--- config.mk ---
export PLATFORM = sky130hd
export DESIGN_NAME = i2c_display_command_master_unit
export DESIGN_NICKNAME = d
export VERILOG_FILES = /design/src/rtl/i2cdcm_pkg.sv /design/src/rtl/i2cdcm_fifo.sv /design/src/rtl/i2cdcm_engine.sv /design/src/rtl/i2c_display_command_master_unit.sv
export SDC_FILE = /design/constraint.sdc
export NUM_CORES = 1
export LEC_CHECK = 0
export ABC_CLOCK_PERIOD_IN_PS = 9400
export BUFFER_PORTS_ARGS = -buffer_cell sky130_fd_sc_hd__buf_2
export CORE_AREA = 5 5 137 139
export DETAILED_ROUTE_END_ITERATION = 12
export DIE_AREA = 0 0 142 144
export PLACE_DENSITY = 0.77
export SYNTH_ARGS = -nofsm -noshare
export SYNTH_HDL_FRONTEND = slang
export SYNTH_SLANG_ARGS = --single-unit
--- constraint.sdc ---
create_clock -name clock -period 9.4 [get_ports clock]
set_clock_uncertainty 0.05 [all_clocks]
set_input_delay 0.94 -clock clock [delete_from_list [all_inputs] [get_ports clock]]
set_output_delay 0.94 -clock clock [all_outputs]
set_load 0.01 [all_outputs]
--- src/rtl/i2cdcm_pkg.sv ---
package i2cdcm_pkg;

   // bus phases of the write sequencer
   typedef enum logic [3:0] {
      PH_IDLE     = 4'd0,
      PH_WAIT     = 4'd1,
      PH_START_A  = 4'd2,
      PH_START_B  = 4'd3,
      PH_START_C  = 4'd4,
      PH_BIT_LOW  = 4'd5,
      PH_BIT_HIGH = 4'd6,
      PH_ACK_LOW  = 4'd7,
      PH_ACK_HIGH = 4'd8,
      PH_STOP_A   = 4'd9,
      PH_STOP_B   = 4'd10,
      PH_STOP_C   = 4'd11
   } phase_type;

   // header progress within a transaction
   typedef enum logic [1:0] {
      HDR_ADDRESS = 2'd0,
      HDR_CONTROL = 2'd1,
      HDR_PAYLOAD = 2'd2
   } header_type;

   // configuration register indexes
   typedef enum logic [2:0] {
      CSR_DEVICE_ADDRESS = 3'd0,
      CSR_HALF_PERIOD    = 3'd1,
      CSR_STRETCH_LIMIT  = 3'd2,
      CSR_STRETCH_ENABLE = 3'd3,
      CSR_NACK_CHECK     = 3'd4,
      CSR_STOP_ON_ERROR  = 3'd5
   } csr_index_type;

   localparam int CSR_DATA_WIDTH = 16;

   localparam logic [7:0]  CTRL_COMMAND           = 8'h00;
   localparam logic [7:0]  CTRL_DATA              = 8'h40;
   localparam logic [6:0]  RESET_DEVICE_ADDRESS   = 7'h3C;
   localparam logic [15:0] RESET_HALF_PERIOD      = 16'd5;
   localparam logic [15:0] RESET_STRETCH_LIMIT    = 16'd10000;
   localparam logic [15:0] ARB_COUNT_MAX          = 16'hFFFF;

   typedef struct packed {
      logic       req_valid;
      logic       func;
      logic [7:0] req_byte;
      logic       req_last;
      logic       sda_in;
      logic       scl_in;
   } req_item_type;

   typedef struct packed {
      logic        scl_pull_low;
      logic        sda_pull_low;
      logic        ready_res;
      logic        byte_done;
      logic        nack_error;
      logic        arb_lost;
      logic        stretch_expired;
      logic [15:0] arb_lost_count;
   } rsp_item_type;

   typedef struct packed {
      logic [6:0]  device_address;
      logic [15:0] half_period_ticks;
      logic [15:0] stretch_limit_ticks;
      logic        stretch_enable;
      logic        nack_check;
      logic        stop_on_error;
   } cfg_type;

endpackage

--- src/rtl/i2cdcm_fifo.sv ---
module i2cdcm_fifo
   import i2cdcm_pkg::*;
#(
   parameter int WIDTH = 8,
   parameter int DEPTH = 2
) (
   input  logic             clock,
   input  logic             reset,
   input  logic             push,
   input  logic [WIDTH-1:0] push_data,
   output logic             full,
   input  logic             pop,
   output logic [WIDTH-1:0] pop_data,
   output logic             empty
);

   localparam int PW = (DEPTH > 1) ? $clog2(DEPTH) : 1;
   localparam int CW = $clog2(DEPTH + 1);

   logic [WIDTH-1:0] mem [DEPTH];
   logic [PW-1:0]    wr_ptr_ff, wr_ptr_in;
   logic [PW-1:0]    rd_ptr_ff, rd_ptr_in;
   logic [CW-1:0]    count_ff, count_in;
   logic             do_push, do_pop;

   assign full     = (count_ff == CW'(DEPTH));
   assign empty    = (count_ff == '0);
   assign do_push  = push && !full;
   assign do_pop   = pop && !empty;
   assign pop_data = mem[rd_ptr_ff];

   always_comb begin
      wr_ptr_in = wr_ptr_ff;
      rd_ptr_in = rd_ptr_ff;
      count_in  = count_ff;
      if (do_push) begin
         wr_ptr_in = (wr_ptr_ff == PW'(DEPTH - 1)) ? '0 : wr_ptr_ff + PW'(1);
      end
      if (do_pop) begin
         rd_ptr_in = (rd_ptr_ff == PW'(DEPTH - 1)) ? '0 : rd_ptr_ff + PW'(1);
      end
      if (do_push && !do_pop) begin
         count_in = count_ff + CW'(1);
      end else if (do_pop && !do_push) begin
         count_in = count_ff - CW'(1);
      end
   end

   always_ff @(posedge clock) begin
      if (reset) begin
         wr_ptr_ff <= '0;
         rd_ptr_ff <= '0;
         count_ff  <= '0;
      end else begin
         wr_ptr_ff <= wr_ptr_in;
         rd_ptr_ff <= rd_ptr_in;
         count_ff  <= count_in;
      end
   end

   always_ff @(posedge clock) begin
      if (do_push) begin
         mem[wr_ptr_ff] <= push_data;
      end
   end

endmodule

--- src/rtl/i2cdcm_engine.sv ---
module i2cdcm_engine
   import i2cdcm_pkg::*;
#(
   parameter int TICK_COUNTER_WIDTH = 16
) (
   input  logic         clock,
   input  logic         reset,
   input  logic         step,
   input  req_item_type item,
   input  cfg_type      cfg,
   output rsp_item_type result
);

   localparam int DCW = (TICK_COUNTER_WIDTH < 16) ? TICK_COUNTER_WIDTH : 16;
   localparam logic [15:0] CMAX = (TICK_COUNTER_WIDTH >= 16) ? 16'hFFFF :
                                  16'((64'd1 << TICK_COUNTER_WIDTH) - 64'd1);

   phase_type    phase_ff, phase_in;
   logic [3:0]   bit_count_ff, bit_count_in;
   logic [7:0]   shift_ff, shift_in;
   header_type   header_ff, header_in;
   logic [7:0]   pending_payload_ff, pending_payload_in;
   logic         pending_last_ff, pending_last_in;
   logic         data_mode_ff, data_mode_in;
   logic         open_ff, open_in;
   logic [DCW-1:0] delay_ff, delay_in;
   logic [15:0]  stretch_ff, stretch_in;
   logic [15:0]  arb_total_ff, arb_total_in;

   logic [15:0]  half_nz, half_eff;
   logic [16:0]  delay_next;
   logic         released, timed, hold_low, wait_more, tmo_hit, fin;
   logic         arb_hit, do_abort;
   logic [3:0]   bit_count_inc;

   // effective half period: zero reads as one, clip to counter range
   assign half_nz  = (cfg.half_period_ticks == '0) ? 16'd1 : cfg.half_period_ticks;
   assign half_eff = (half_nz > CMAX) ? CMAX : half_nz;

   assign released = (phase_ff == PH_START_B) || (phase_ff == PH_BIT_HIGH) ||
                     (phase_ff == PH_ACK_HIGH) || (phase_ff == PH_STOP_B);
   assign timed    = (phase_ff != PH_IDLE) && (phase_ff != PH_WAIT);
   assign hold_low = timed && released && (delay_ff == '0) && cfg.stretch_enable &&
                     !item.scl_in;
   assign wait_more  = hold_low && (stretch_ff < cfg.stretch_limit_ticks);
   assign tmo_hit    = hold_low && !wait_more;
   assign delay_next = 17'(delay_ff) + 17'd1;
   assign fin        = timed && !wait_more && (delay_next >= {1'b0, half_eff});
   assign bit_count_inc = bit_count_ff + 4'd1;

   always_comb begin
      phase_in           = phase_ff;
      bit_count_in       = bit_count_ff;
      shift_in           = shift_ff;
      header_in          = header_ff;
      pending_payload_in = pending_payload_ff;
      pending_last_in    = pending_last_ff;
      data_mode_in       = data_mode_ff;
      open_in            = open_ff;
      delay_in           = delay_ff;
      stretch_in         = stretch_ff;
      arb_total_in       = arb_total_ff;
      arb_hit            = 1'b0;
      do_abort           = 1'b0;
      result             = '0;

      result.ready_res       = (phase_ff == PH_IDLE) || (phase_ff == PH_WAIT);
      result.stretch_expired = tmo_hit;

      // phase timing
      if (timed) begin
         if (wait_more) begin
            stretch_in = stretch_ff + 16'd1;
         end else if (fin) begin
            delay_in   = '0;
            stretch_in = '0;
         end else begin
            delay_in = DCW'(delay_next);
         end
      end

      case (phase_ff)
         PH_IDLE, PH_WAIT: begin
            if (item.req_valid) begin
               pending_payload_in = item.req_byte;
               pending_last_in    = item.req_last;
               bit_count_in       = '0;
               delay_in           = '0;
               stretch_in         = '0;
               if (phase_ff == PH_IDLE) begin
                  data_mode_in = item.func;
                  open_in      = 1'b1;
                  header_in    = HDR_ADDRESS;
                  shift_in     = {cfg.device_address, 1'b0};
                  phase_in     = PH_START_A;
               end else begin
                  header_in = HDR_PAYLOAD;
                  shift_in  = item.req_byte;
                  phase_in  = PH_BIT_LOW;
               end
            end
         end
         PH_START_A: begin
            if (fin) phase_in = PH_START_B;
         end
         PH_START_B: begin
            if (fin) begin
               phase_in = PH_START_C;
               if (!item.sda_in) begin
                  arb_hit  = 1'b1;
                  do_abort = cfg.stop_on_error;
               end
            end
         end
         PH_START_C: begin
            if (fin) begin
               bit_count_in = '0;
               phase_in     = PH_BIT_LOW;
            end
         end
         PH_BIT_LOW: begin
            if (fin) phase_in = PH_BIT_HIGH;
         end
         PH_BIT_HIGH: begin
            if (fin) begin
               if (shift_ff[7] && !item.sda_in) begin
                  arb_hit  = 1'b1;
                  do_abort = cfg.stop_on_error;
               end
               shift_in     = {shift_ff[6:0], 1'b0};
               bit_count_in = bit_count_inc;
               phase_in     = (bit_count_inc >= 4'd8) ? PH_ACK_LOW : PH_BIT_LOW;
            end
         end
         PH_ACK_LOW: begin
            if (fin) phase_in = PH_ACK_HIGH;
         end
         PH_ACK_HIGH: begin
            if (fin) begin
               if (item.sda_in && cfg.nack_check) begin
                  result.nack_error = 1'b1;
                  do_abort          = cfg.stop_on_error;
               end
               bit_count_in = '0;
               case (header_ff)
                  HDR_ADDRESS: begin
                     header_in = HDR_CONTROL;
                     shift_in  = data_mode_ff ? CTRL_DATA : CTRL_COMMAND;
                     phase_in  = PH_BIT_LOW;
                  end
                  HDR_CONTROL: begin
                     header_in = HDR_PAYLOAD;
                     shift_in  = pending_payload_ff;
                     phase_in  = PH_BIT_LOW;
                  end
                  default: begin
                     result.byte_done = !do_abort;
                     phase_in         = pending_last_ff ? PH_STOP_A : PH_WAIT;
                  end
               endcase
            end
         end
         PH_STOP_A: begin
            if (fin) phase_in = PH_STOP_B;
         end
         PH_STOP_B: begin
            if (fin) phase_in = PH_STOP_C;
         end
         PH_STOP_C: begin
            if (fin) begin
               arb_hit  = !item.sda_in;
               do_abort = 1'b1;
            end
         end
         default: begin
            do_abort = 1'b1;
         end
      endcase

      if (arb_hit) begin
         result.arb_lost = 1'b1;
         if (arb_total_ff != ARB_COUNT_MAX) arb_total_in = arb_total_ff + 16'd1;
      end

      // abort: release the bus and close the transaction
      if (do_abort) begin
         phase_in     = PH_IDLE;
         open_in      = 1'b0;
         delay_in     = '0;
         stretch_in   = '0;
         bit_count_in = '0;
         header_in    = HDR_ADDRESS;
         shift_in     = shift_ff;
      end

      case (phase_in)
         PH_WAIT: begin
            result.scl_pull_low = 1'b1;
            result.sda_pull_low = 1'b1;
         end
         PH_START_C: result.sda_pull_low = 1'b1;
         PH_BIT_LOW: begin
            result.scl_pull_low = 1'b1;
            result.sda_pull_low = !shift_in[7];
         end
         PH_BIT_HIGH: result.sda_pull_low = !shift_in[7];
         PH_ACK_LOW: result.scl_pull_low = 1'b1;
         PH_STOP_A: begin
            result.scl_pull_low = 1'b1;
            result.sda_pull_low = 1'b1;
         end
         PH_STOP_B: result.sda_pull_low = 1'b1;
         default: ;
      endcase

      result.arb_lost_count = arb_total_in;
   end

   always_ff @(posedge clock) begin
      if (reset) begin
         phase_ff           <= PH_IDLE;
         bit_count_ff       <= '0;
         shift_ff           <= '0;
         header_ff          <= HDR_ADDRESS;
         pending_payload_ff <= '0;
         pending_last_ff    <= 1'b0;
         data_mode_ff       <= 1'b0;
         open_ff            <= 1'b0;
         delay_ff           <= '0;
         stretch_ff         <= '0;
         arb_total_ff       <= '0;
      end else if (step) begin
         phase_ff           <= phase_in;
         bit_count_ff       <= bit_count_in;
         shift_ff           <= shift_in;
         header_ff          <= header_in;
         pending_payload_ff <= pending_payload_in;
         pending_last_ff    <= pending_last_in;
         data_mode_ff       <= data_mode_in;
         open_ff            <= open_in;
         delay_ff           <= delay_in;
         stretch_ff         <= stretch_in;
         arb_total_ff       <= arb_total_in;
      end
   end

`ifndef SYNTHESIS
   a_open_matches_phase: assert property (@(posedge clock) disable iff (reset)
      open_ff == (phase_ff != PH_IDLE))
      else $error("transaction flag disagrees with bus phase");

   a_bit_count_range: assert property (@(posedge clock) disable iff (reset)
      bit_count_ff <= 4'd8)
      else $error("bit counter beyond one byte");

   a_arb_count_monotonic: assert property (@(posedge clock) disable iff (reset)
      1'b1 |=> arb_total_ff >= $past(arb_total_ff))
      else $error("arbitration loss count decreased");

   a_stall_holds_state: assert property (@(posedge clock) disable iff (reset)
      !step |=> $stable(phase_ff) && $stable(delay_ff))
      else $error("engine state moved without a step");
`endif

endmodule

--- src/rtl/i2c_display_command_master_unit.sv ---
// I2C display write master, one bus tick per request.
//
// Request channel (req_*): each request carries one bus tick: the byte
// request fields and the sampled SDA/SCL levels. A request is taken when
// req_push is high and req_full is low.
// Response channel (rsp_*): one response per request, in order, holding
// the line drive after that tick and the status pulses. The oldest one sits
// on rsp_data while rsp_empty is low and leaves when rsp_pop is high.
// Configuration (csr_*): write-only register file, index as listed in the
// package; write only while no request is outstanding.
//
// Flow: a request taken into the request queue is stepped by the sequencer
// once it heads that queue, and the step pushes its response into the
// response queue. Throughput: one request per cycle while the response
// queue has room. A two-entry request queue decouples the front from the
// sequencer, and a two-entry response queue decouples it from the consumer.
// Stall: while the response queue is full the sequencer holds; the request
// queue then fills and req_full rises.
// Reset: queues empty, bus released, registers at their defaults.
module i2c_display_command_master_unit
   import i2cdcm_pkg::*;
#(
   parameter int TICK_COUNTER_WIDTH = 16
) (
   input  logic                      clock,
   input  logic                      reset,
   input  logic                      req_push,
   input  req_item_type              req_data,
   output logic                      req_full,
   output logic                      rsp_empty,
   input  logic                      rsp_pop,
   output rsp_item_type              rsp_data,
   input  logic                      csr_we,
   input  logic [2:0]                csr_index,
   input  logic [CSR_DATA_WIDTH-1:0] csr_wdata
);

   cfg_type      cfg_ff, cfg_in;
   req_item_type cmd_item;
   logic         cmd_empty;
   logic         cmd_full;
   rsp_item_type step_result;
   logic         rsp_full;
   logic         step;

   // decode configuration writes; unknown indexes are dropped
   always_comb begin
      cfg_in = cfg_ff;
      if (csr_we) begin
         case (csr_index_type'(csr_index))
            CSR_DEVICE_ADDRESS: cfg_in.device_address      = csr_wdata[6:0];
            CSR_HALF_PERIOD:    cfg_in.half_period_ticks   = csr_wdata;
            CSR_STRETCH_LIMIT:  cfg_in.stretch_limit_ticks = csr_wdata;
            CSR_STRETCH_ENABLE: cfg_in.stretch_enable      = csr_wdata[0];
            CSR_NACK_CHECK:     cfg_in.nack_check          = csr_wdata[0];
            CSR_STOP_ON_ERROR:  cfg_in.stop_on_error       = csr_wdata[0];
            default: ;
         endcase
      end
   end

   always_ff @(posedge clock) begin
      if (reset) begin
         cfg_ff.device_address      <= RESET_DEVICE_ADDRESS;
         cfg_ff.half_period_ticks   <= RESET_HALF_PERIOD;
         cfg_ff.stretch_limit_ticks <= RESET_STRETCH_LIMIT;
         cfg_ff.stretch_enable      <= 1'b0;
         cfg_ff.nack_check          <= 1'b0;
         cfg_ff.stop_on_error       <= 1'b1;
      end else begin
         cfg_ff <= cfg_in;
      end
   end

   // front: hold accepted requests until the sequencer takes them
   assign req_full = cmd_full;

   i2cdcm_fifo #(
      .WIDTH ($bits(req_item_type)),
      .DEPTH (2)
   ) u_cmd_queue (
      .clock     (clock),
      .reset     (reset),
      .push      (req_push),
      .push_data (req_data),
      .full      (cmd_full),
      .pop       (step),
      .pop_data  (cmd_item),
      .empty     (cmd_empty)
   );

   // advance the sequencer only when a request waits and its response fits
   assign step = !cmd_empty && !rsp_full;

   i2cdcm_engine #(
      .TICK_COUNTER_WIDTH (TICK_COUNTER_WIDTH)
   ) u_engine (
      .clock  (clock),
      .reset  (reset),
      .step   (step),
      .item   (cmd_item),
      .cfg    (cfg_ff),
      .result (step_result)
   );

   // back: park responses until the consumer pops them
   i2cdcm_fifo #(
      .WIDTH ($bits(rsp_item_type)),
      .DEPTH (2)
   ) u_rsp_queue (
      .clock     (clock),
      .reset     (reset),
      .push      (step),
      .push_data (step_result),
      .full      (rsp_full),
      .pop       (rsp_pop),
      .pop_data  (rsp_data),
      .empty     (rsp_empty)
   );

endmodule

==> flow_summary_export.csv, run 1 <==
group,metric,value,unit
logic_synthesis,synth_edf_count,72,
placed_design,gp_congestion,0.938,
timing,fin_setup_tns,0,ps
timing,slew_violations,0,
setup_path,cp-endpoint,"u_engine.delay_ff[5]",
route,dr.pass1.iters,5,
logic_synthesis,synth_flop_cell,"dfxtp_1",
setup_path,cp_max_fo,18,
global_routing,grt.total_usage,0.228,
power,powerDensity,227,mW/mm²
timing,worst_pin_slew,1120,ps
route,wirelength,23100,µm
logic_synthesis,syn_area,0.0102,mm²
die,core,0.0175,mm²
setup_path,rr_endpoint,"u_engine.delay_ff[5]",
timing,hold_viol,0,
route,drt_iter0_markers,641,
cells_and_area,syn_to_final_growth,9.57,%
logic_synthesis,synth_cell_types,79,
logic_synthesis,synth_warnings,0,
clock_network,clk_pin_slew_worst_paths,70,ps
route,post_drt_wl_per_cell,16.9,µm
global_routing,antenna_found_initial,0,
placed_design,hpwl,16100,µm
power,netSwitchingFraction,0.346,
timing,finalSetupViolCount,0,
timing,fin_crit,4810,ps
timing,min_period_over_period,0.512,
clock_network,cts_buffer_depth,2,
die,die_y,144,µm
route,drc_errors,0,
route,final_antenna_net_count,0,
logic_synthesis,ys_ff_latch,200,
clock_network,numCtsBuffers,17,
power,p_sw,0.875,mW
clock_network,h-tree-depth,4,
logic_synthesis,yosysSeqAreaShare,0.465,
global_routing,grt_max_degree,76,
status,status,"complete, no violations",
power,seqPwrFrac,0.444,
die,die-width,142,µm
setup_path,end_kind,"register",
power,p_leak,4.01,nW
global_routing,grt-ovfl-total,0,
timing,rsz0062_at_grt,"false",
clock_network,cts_hold_buf,0,
power,internal_power,1.66,mW
power,power.total,2.53,mW
die,num_rows,49,
placed_design,port_buffers,61,
global_routing,grt_pass1_vias,7591,
clock_network,root_buffer,"clkbuf_16",
cells_and_area,num_antenna_cells,0,
setup_path,rr_worst_depth,16,
power,peakVddDrop,0.147,mV
clock_network,clock-sinks,200,
timing,fmax,208,MHz
timing,whs,410,ps
power,p_comb_frac,0.268,
hold_path,holdCritPathClass,"register to register",
setup_path,crit_start,"u_engine.delay_ff[2]",
clock_network,clkLatencyLatePin,440,ps
logic_synthesis,syn_nets,1172,
run,maxCapViolCount,0,
route,vias_per_cell,6.03,
clock_network,ctsResizeCount,0,
setup_path,crit_arrival,5100,ps
cells_and_area,nets,1194,
power,p_clk_frac,0.288,
global_routing,grt_first_pass_wirelength,37900,µm
route,vias,8201,
setup_path,cp_data_required_time,9690,ps
setup_path,rr_startpoint,"u_engine.delay_ff[2]",
logic_synthesis,avgSynthCellArea,9.27,µm²
die,io_pins,62,
timing,fin_ws,4590,ps
clock_network,cts_setup_buffers,0,
logic_synthesis,synthArstFlopShare,0,
timing,slew_headroom,0.248,
logic_synthesis,synth_cells,1097,
setup_path,start_kind,"register",
placed_design,dp_slack,4740,ps
setup_path,worstSetupPathType,"register to register",
setup_path,r2r_setup_slack,4590,ps
die,die_area,0.0204,mm²
die,start_util,0.580,
cells_and_area,drive_gt1_frac,0.130,
clock_network,cts_tree,"done",
critical path: stages, from the launching register on:
cell      delay [ps]
dfxtp_1          500
and3_1           250
nand3_1          170
nor2_1           280
nand2_1           90
nor2_1           330
nand3_1          150
xnor2_1          210
ha_1             280
nand3_1          120
nand2b_1         150
nand3_1          120
o21ai_2          390
a22oi_4          220
nor4_4           890
a41oi_1          210
a311oi_1         290
sequential cells by signal, indices dropped and copies added, names as in the netlist, named ones only:
signal / flops
u_engine.arb_total_ff: 16
u_engine.delay_ff: 16
cfg_ff: 42
u_cmd_queue.count_ff: 2
u_rsp_queue.rd_ptr_ff: 1
u_engine.header_ff: 2
u_cmd_queue.mem: 26
u_engine.pending_last_ff: 1
u_engine.bit_count_ff: 4
u_rsp_queue.mem: 46
u_engine.shift_ff: 8
u_engine.pending_payload_ff: 8
u_cmd_queue.rd_ptr_ff: 1
u_engine.data_mode_ff: 1
u_engine.phase_ff: 4
u_engine.stretch_ff: 16
u_rsp_queue.count_ff: 2
u_cmd_queue.wr_ptr_ff: 1
u_rsp_queue.wr_ptr_ff: 1
cell families after synthesis:
| group | Yosys count | share of synthesized area |
|---|---|---|
| compound gates | 247 | 0.161 |
| xor+xnor | 46 | 0.0396 |
| fa+ha+maj | 38 | 0.0468 |
| buf+inv | 111 | 0.0443 |
| flops | 200 | 0.465 |
| mux | 52 | 0.0546 |
| simple gates | 403 | 0.189 |
how the worst min path moves through the flow:
stage                          start         end  slack, ps  cells after the start
after floorplan           cfg_ff[10]  cfg_ff[10]        390                      2
after global placement     cfg_ff[6]   cfg_ff[6]        390                      2
final                      cfg_ff[9]   cfg_ff[9]        410                      2
after global routing      cfg_ff[14]  cfg_ff[14]        440                      2
after CTS                  cfg_ff[5]   cfg_ff[5]        410                      2
after detailed placement   cfg_ff[5]   cfg_ff[5]        400                      2
layout by cell type (no fill, tap or decap), drive strengths merged, types with 12 or more instances in the layout:
cell and count:
a22oi 12, xnor2 21, buf 67, nand3 46, o21ai 30, and3 26
ha 38, o211ai 18, a211oi 19, clkbuf 18, nor3 13, nor2 95
or3 13, nand2 144, edfxtp 72, mux2i 24, inv 54, dfxtp 128
mux2 28, xor2 25, a21oi 101
final cells by class:
type | instances | area (µm²)
repair buffers | 67 | 353
clock inverters | 14 | 170
clock buffers | 18 | 429
flip-flops and latches | 200 | 4720
well taps | 229 | 287
inverters | 47 | 176
multi-input cells | 786 | 5000
fillers | 1466 | 6390
per-layer routing:
metal	global-route usage	vias up	part of all wire	wire [µm]
met5	0	-	0	0
met4	0.0833	0	0.025	580
met3	0.0397	46	0.056	1280
met2	0.368	257	0.47	10800
met1	0.309	3876	0.45	10400
li1	-	4022	-	-
Yosys cell counts (3+ instances only):
master	number	area, µm²
a211oi_1	18	135
a21oi_1	100	500
a222oi_1	5	50.1
a22o_1	3	26.3
a22oi_1	11	82.6
a311oi_1	11	96.3
a31oi_1	10	62.6
a32oi_1	3	26.3
and2_1	8	50.1
and3_1	26	163
buf_1	4	15.0
buf_2	15	75.1
clkbuf_1	42	158
dfxtp_1	128	2560
edfxtp_1	72	2160
ha_1	38	475
inv_1	45	169
mux2_2	28	315
mux2i_1	24	240
nand2_1	143	537
nand2b_1	10	62.6
nand3_1	46	230
nand3b_1	6	45.0
nand4_1	11	68.8
nand4b_1	4	35.0
nor2_1	95	357
nor3_1	12	60.1
nor4_1	8	50.1
o211ai_1	17	128
o21ai_0	29	145
o22ai_1	3	18.8
o311a_1	3	30.0
o31ai_1	3	22.5
or2_2	5	31.3
or3_1	13	81.3
xnor2_1	21	184
xor2_1	25	219
through the flow:
step	instances	util	area [µm²]
6_report	1361	0.635	11100
3_5_place_dp	1329	0.601	10500
5_1_grt	1361	0.635	11100
4_1_cts	1361	0.635	11100
3_3_place_gp	1329	0.601	10500
2_1_floorplan	1097	-	10200
power groups by stage:
stage,sequential [mW],combinational (mW),clock [mW]
floorplan,1.10,0.510,0
global placement,1.14,0.665,0
detailed placement,1.15,0.673,0
CTS,1.13,0.677,0.741
global route,1.14,0.745,0.775
finish,1.12,0.678,0.728
Note: power is estimated with default switching activity, not from simulation.
==> run 2: changes to the inputs <==
--- a/config.mk
+++ b/config.mk
@@ -5,7 +5,7 @@
 export SDC_FILE = /design/constraint.sdc
 export NUM_CORES = 1
 export LEC_CHECK = 0
-export ABC_CLOCK_PERIOD_IN_PS = 9400
+export ABC_CLOCK_PERIOD_IN_PS = 4600
 export BUFFER_PORTS_ARGS = -buffer_cell sky130_fd_sc_hd__buf_2
 export CORE_AREA = 5 5 137 139
 export DETAILED_ROUTE_END_ITERATION = 12
==> constraint.sdc (replaced) <==
create_clock -name clock -period 4.6 [get_ports clock]
set_clock_uncertainty 0.05 [all_clocks]
set_input_delay 0.46 -clock clock [delete_from_list [all_inputs] [get_ports clock]]
set_output_delay 0.46 -clock clock [all_outputs]
set_load 0.01 [all_outputs]
==> run 2 against run 1 <==
  * Design area increased by 1.5%
  * Critical path depth unchanged
  * Worst hold slack got worse by 250 ps
  * Combinational power increased by 120%
  * Register-to-register slack got worse by 4300 ps
  * First-iteration DRC count increased by 34%
  * Clock-buffer cell count decreased by 1
  * Wire length increased by 2.7%
  * Non-clock buffer count increased by 18
  * Cell count increased by 1.3%
  * Sequential share of layout area decreased by 0.64 points
  * Critical path type unchanged
  * Largest cell class unchanged
  * Highest routed layer unchanged
==> flow_summary_export.csv, run 2 (synthesized netlist as in run 1, its figures left out) <==
group,metric,value,unit
clock_network,cts_buffer_depth,2,
global_routing,grt_first_pass_wirelength,38300,µm
timing,fmax,232,MHz
cells_and_area,largest_reg_flops,46,
route,dr.pass1.iters,6,
placed_design,port_buffers,61,
route,vias,8310,
setup_path,path_delay_family,"compound AO/OA/AOI/OAI gates",
global_routing,antenna_found_initial,0,
die,die_y,144,µm
cells_and_area,layout_commonest_cell,"nand2_1",
clock_network,cts_tree,"done",
cells_and_area,final_util,0.645,
setup_path,cp_max_fo,14,
timing,slew_violations,0,
setup_path,rr_endpoint,"u_engine.shift_ff[3]",
cells_and_area,reg_top3,"u_rsp_queue.mem: 46 flops, cfg_ff: 42 flops, u_cmd_queue.mem: 26 flops",
clock_network,numCtsBuffers,17,
route,post_drt_wl_per_cell,17.2,µm
hold_path,whs_path_depth,1,
power,p_leak,4.11,nW
setup_path,worstSetupPathType,"register to register",
setup_path,start_kind,"register",
setup_path,max_stage_delay,500,ps
timing,min_period_over_period,0.938,
cells_and_area,largest-register,"u_rsp_queue.mem",
clock_network,clkLatencyLatePin,440,ps
setup_path,crit_arrival,4630,ps
setup_path,r2r_setup_slack,280,ps
cells_and_area,layout_common_cells,"nand2_1, dfxtp_1, a21oi_1",
global_routing,grt-ovfl-total,0,
global_routing,grt_max_degree,71,
die,core,0.0175,mm²
setup_path,cp_cell_sequence,"ha_1 -> nand4_1 -> nor4_4 -> nand3_1 -> xnor2_1 -> ha_1 -> a21o_1 -> a21oi_1 -> and3_1 -> a211oi_4 -> buf_4 -> buf_4 -> a31o_1 -> a32oi_2 -> o21ai_0 -> a21oi_1",
run,maxCapViolCount,0,
power,peakVddDrop,0.280,mV
power,netSwitchingFraction,0.346,
power,p_clk_frac,0.283,
placed_design,gp_congestion,0.976,
hold_path,holdCritPathClass,"input port to register",
hold_path,hold_end,"u_cmd_queue.mem[0][4]",
clock_network,root_buffer,"clkbuf_16",
power,p_sw,1.81,mW
cells_and_area,nets,1212,
route,drt_iter0_markers,861,
cells_and_area,num_antenna_cells,0,
setup_path,rr_worst_depth,16,
route,vias_per_cell,6.03,
setup_path,end_kind,"register",
route,wirelength,23700,µm
die,io_pins,62,
global_routing,grt.total_usage,0.231,
status,status,"complete, no violations",
power,internal_power,3.42,mW
clock_network,clock-sinks,200,
hold_path,min_from,"req_data[4]",
setup_path,rr_startpoint,"u_engine.delay_ff[1]",
timing,finalSetupViolCount,0,
timing,worst_pin_slew,1120,ps
route,drc_errors,0,
power,powerDensity,462,mW/mm²
die,die-width,142,µm
clock_network,clk_pin_slew_worst_paths,80,ps
placed_design,hpwl,16700,µm
setup_path,critical_path_buf_inv_count,2,
clock_network,cts_hold_buf,0,
timing,fin_crit,4320,ps
die,num_rows,49,
cells_and_area,drive_gt1_frac,0.146,
die,die_area,0.0204,mm²
route,final_antenna_net_count,0,
setup_path,crit_slowest_cell,"a32oi_2",
cells_and_area,syn_to_final_growth,11.3,%
die,start_util,0.580,
timing,rsz0062_at_grt,"false",
timing,fin_setup_tns,0,ps
power,seqPwrFrac,0.438,
timing,hold_viol,0,
setup_path,cp_data_required_time,4920,ps
timing,slew_headroom,0.250,
power,p_comb_frac,0.279,
global_routing,grt_pass1_vias,7700,
clock_network,h-tree-depth,4,
run 2: worst max-delay path by stage:
stage                               from                      to  slack, ps  cells after the start
floorplan           u_engine.delay_ff[2]  u_rsp_queue.mem[0][21]        630                     16
global placement    u_engine.delay_ff[0]    u_engine.shift_ff[2]        400                     14
detailed placement  u_engine.delay_ff[0]    u_engine.shift_ff[3]        320                     14
CTS                 u_engine.delay_ff[1]    u_engine.shift_ff[4]        280                     14
global route        u_engine.delay_ff[1]    u_engine.delay_ff[6]         30                     15
finish              u_engine.delay_ff[1]    u_engine.shift_ff[3]        280                     16
run 2: metrics by stage:
| stage | setup slack, ps | total power [mW] | area [µm²] | hold slack (ps) | std cells |
|---|---|---|---|---|---|
| after floorplan | 627 | 3.29 | 10200 | 386 | 1097 |
| after global placement | 402 | 3.73 | 10600 | 392 | 1341 |
| after detailed placement | 321 | 3.77 | 10600 | 399 | 1341 |
| after CTS | 279 | 5.24 | 11200 | 143 | 1373 |
| after global routing | 26.2 | 5.50 | 11300 | 137 | 1379 |
| final | 285 | 5.23 | 11300 | 156 | 1379 |
run 2: area by class of cell:
type	instances	area (µm²)
Clock buffer	17	425
Clock inverter	15	178
Fill cell	1437	6220
Inverter	47	176
Multi-Input combinational cell	786	5020
Sequential cell	200	4720
Tap cell	229	287
Timing Repair Buffer	85	500
run 2: timing repair:
item	CTS	global route
resized for setup	0	4
endpoints found under the setup margin	0	15
buffers inserted	0	6
run 2: power groups by stage:
stage / combinational [mW] / sequential [mW] / clock (mW)
after floorplan: 1.04 / 2.25 / 0
after global placement: 1.42 / 2.31 / 0
after detailed placement: 1.44 / 2.33 / 0
after CTS: 1.45 / 2.29 / 1.50
after global routing: 1.59 / 2.32 / 1.58
final: 1.46 / 2.29 / 1.48
run 2: per-layer routing:
layer	wire, µm	GRT usage	vias up
li1	-	-	4058
met1	10500	0.310	3908
met2	11300	0.385	306
met3	1360	0.0380	38
met4	511	0.0763	0
met5	0	0	-
==> run 3: changes to the inputs <==
--- a/config.mk
+++ b/config.mk
@@ -5,12 +5,14 @@
 export SDC_FILE = /design/constraint.sdc
 export NUM_CORES = 1
 export LEC_CHECK = 0
+export ABC_AREA = 1
 export ABC_CLOCK_PERIOD_IN_PS = 4600
 export BUFFER_PORTS_ARGS = -buffer_cell sky130_fd_sc_hd__buf_2
-export CORE_AREA = 5 5 137 139
+export CAP_MARGIN = 40
+export CORE_AREA = 5 5 140 142
 export DETAILED_ROUTE_END_ITERATION = 12
-export DIE_AREA = 0 0 142 144
-export PLACE_DENSITY = 0.77
+export DIE_AREA = 0 0 145 147
+export PLACE_DENSITY = 0.78
 export SYNTH_ARGS = -nofsm -noshare
 export SYNTH_HDL_FRONTEND = slang
 export SYNTH_SLANG_ARGS = --single-unit
==> run 3 against run 2 <==
  * Largest cell class unchanged
  * Global-route usage up 1.1 points
  * Non-clock buffer count fell by 11
  * Worst setup slack improved by 160 ps
  * Critical endpoint is now u_engine.delay_ff[1]
  * Clock-buffer cell count did not move
==> flow_summary_export.csv, run 3 <==
group,metric,value,unit
global_routing,grt_first_pass_wirelength,43200,µm
die,die_area,0.0213,mm²
timing,rsz0062_at_grt,"false",
cells_and_area,largest_reg_flops,46,
logic_synthesis,synth.area.top_cells,"dfxtp_1, edfxtp_1, nand2_1",
logic_synthesis,yosysSeqAreaShare,0.440,
clock_network,numCtsBuffers,17,
setup_path,crit_arrival,4460,ps
timing,worst_pin_slew,849,ps
clock_network,cts_setup_buffers,0,
placed_design,port_buffers,61,
logic_synthesis,synth_most_common_cell,"nand2_1",
logic_synthesis,avgSynthCellArea,7.77,µm²
global_routing,grt-ovfl-total,0,
cells_and_area,seq_area,0.00472,mm²
placed_design,hpwl,18200,µm
cells_and_area,layout_commonest_cell,"nand2_1",
setup_path,end_kind,"register",
power,seqPwrFrac,0.347,
die,die_y,147,µm
cells_and_area,multi_input_area,0.00510,mm²
power,netSwitchingFraction,0.439,
clock_network,clock-sinks,200,
placed_design,placed_area,0.0112,mm²
setup_path,max_stage_delay,450,ps
logic_synthesis,synth_cell_types,47,
clock_network,cts_buffer_depth,2,
cells_and_area,num_antenna_cells,0,
global_routing,grt_max_degree,75,
power,p_leak,5.05,nW
global_routing,grt_pass1_vias,8801,
timing,fin_setup_tns,0,ps
route,drt_iter0_markers,989,
logic_synthesis,synth_top_area_frac,0.239,
die,die-width,145,µm
cells_and_area,largest-register,"u_rsp_queue.mem",
power,p_comb_frac,0.442,
route,drc_errors,0,
timing,hold_viol,0,
setup_path,cp_data_required_time,4900,ps
timing,whs,151,ps
power,power.total,7.51,mW
power,powerDensity,633,mW/mm²
timing,fin_ws,446,ps
power,internal_power,4.21,mW
placed_design,dp.cells,1634,
hold_path,holdCritPathClass,"input port to register",
cells_and_area,reg_top3,"u_rsp_queue.mem: 46 flops, cfg_ff: 42 flops, u_cmd_queue.mem: 26 flops",
setup_path,cp_cell_sequence,"nand3_1 -> nor2_1 -> nand4_1 -> nor3b_1 -> nand2_1 -> xnor2_1 -> ha_1 -> nand2_1 -> nor2_1 -> nand2_1 -> nor2_1 -> nand2_1 -> nand3_1 -> nor2_1 -> nand3_2 -> nand3_4 -> nand2_4 -> nor2_4 -> nand2_2 -> inv_1 -> nand2_1 -> a21oi_1",
die,num_rows,50,
global_routing,antenna_found_initial,0,
logic_synthesis,synth_cells,1381,
cells_and_area,final_area,0.0119,mm²
clock_network,root_buffer,"clkbuf_16",
timing,fmax,241,MHz
logic_synthesis,synth_edf_count,72,
route,vias,9401,
power,peakVddDrop,0.522,mV
route,wirelength,25800,µm
route,vias_per_cell,5.64,
clock_network,cts_tree,"done",
timing,min_period_over_period,0.903,
die,io_pins,62,
setup_path,start_kind,"register",
setup_path,crit_slowest_cell,"dfxtp_1",
logic_synthesis,syn_area,0.0107,mm²
route,dr.pass1.iters,6,
power,p_sw,3.30,mW
run,maxCapViolCount,0,
cells_and_area,instances_no_fill,1666,
cells_and_area,final_util,0.647,
logic_synthesis,ys_ff_latch,200,
clock_network,clkLatencyLatePin,440,ps
placed_design,gp_congestion,0.921,
timing,slew_headroom,0.434,
clock_network,h-tree-depth,4,
logic_synthesis,synth_common_cells,"nand2_1, inv_1, nor2_1",
setup_path,worstSetupPathType,"register to register",
cells_and_area,syn_to_final_growth,10.5,%
timing,slew_violations,0,
logic_synthesis,synth_flop_cell,"dfxtp_1",
logic_synthesis,synthArstFlopShare,0,
clock_network,clk_pin_slew_worst_paths,80,ps
die,start_util,0.585,
clock_network,cts_hold_buf,0,
placed_design,dp_slack,451,ps
logic_synthesis,synth_top_area_cell,"dfxtp_1",
cells_and_area,nets,1494,
timing,finalSetupViolCount,0,
status,status,"complete, no violations",
timing,fin_crit,4150,ps
cells_and_area,nFillCells,1583,
cells_and_area,layout_common_cells,"nand2_1, inv_1, nor2_1",
power,p_clk_frac,0.211,
logic_synthesis,syn_nets,1456,
global_routing,grt.total_usage,0.242,
die,core,0.0183,mm²
setup_path,crit_path_frequent_cell,"nand2_1",
cells_and_area,drive_gt1_frac,0.114,
route,post_drt_wl_per_cell,15.5,µm
setup_path,cp_max_fo,15,
route,final_antenna_net_count,0,
logic_synthesis,synth_warnings,0,
-- run 3: cell types whose count changed after synthesis, moves of 19 or more --
cell	previous run	this run
a21oi_1	100	130
and3_1	26	1
inv_1	45	169
nand2_1	143	245
nor2_1	95	148
nor3_1	12	31
o21ai_0	29	108
o21ai_1	0	34
-- run 3: worst paths after layout --
path,from,to,slack [ps],cells after the start
worst max-delay path,u_engine.delay_ff[2],u_engine.delay_ff[1],450,22
worst min-delay path,req_data[2],u_cmd_queue.mem[0][2],150,1
worst max register to register,u_engine.delay_ff[2],u_engine.delay_ff[1],450,22
worst min register to register,u_cmd_queue.rd_ptr_ff,register,410,1
-- run 3: kinds of logic (layout without fill, tap and decap cells) --
kind of cell	after synthesis	in the layout	synth area share
AO/OA/AOI/OAI	317	317	0.159
XOR/XNOR	37	37	0.0302
adder cells (fa/ha/maj)	38	38	0.0443
buffers and inverters	235	286	0.0863
flip-flops	200	200	0.440
multiplexers	30	30	0.0307
AND/OR/NAND/NOR	524	524	0.209
-- run 3: critical path, delay by kind of cell, from the launching register on --
family	cells	cell delay, ps
flip-flops	1	450
AO/OA/AOI/OAI	1	140
buffers and inverters	1	210
AND/OR/NAND/NOR	18	2720
XOR/XNOR	1	210
adder cells (fa/ha/maj)	1	270
-- run 3: cell type report --
type,count,area share
Timing Repair Buffer,74,0.0359
Clock inverter,15,0.0176
Sequential cell,200,0.398
Inverter,180,0.0572
Tap cell,234,0.0247
Multi-Input combinational cell,946,0.430
Clock buffer,17,0.0359
-- run 3: routing by layer --
| layer | global-route usage | vias up | wire length [µm] |
|---|---|---|---|
| met5 | 0 | - | 0 |
| met4 | 0.0782 | 0 | 541 |
| met3 | 0.0370 | 37 | 1570 |
| met2 | 0.413 | 326 | 12300 |
| met1 | 0.318 | 4349 | 11400 |
| li1 | - | 4689 | - |
-- run 3: what timing repair did --
action,4_1_cts,5_1_grt
gates resized for setup,0,3
setup endpoints to repair,0,31
endpoints found under the hold margin,0,0
-- run 3: power by group through the flow --
stage / Clock [mW] / Combinational (mW) / Sequential, mW
6_report: 1.58 / 3.31 / 2.61
5_1_grt: 1.68 / 3.73 / 2.65
4_1_cts: 1.59 / 3.28 / 2.60
3_5_place_dp: 0 / 3.26 / 2.64
3_3_place_gp: 0 / 3.17 / 2.63
2_1_floorplan: 0 / 2.52 / 2.53
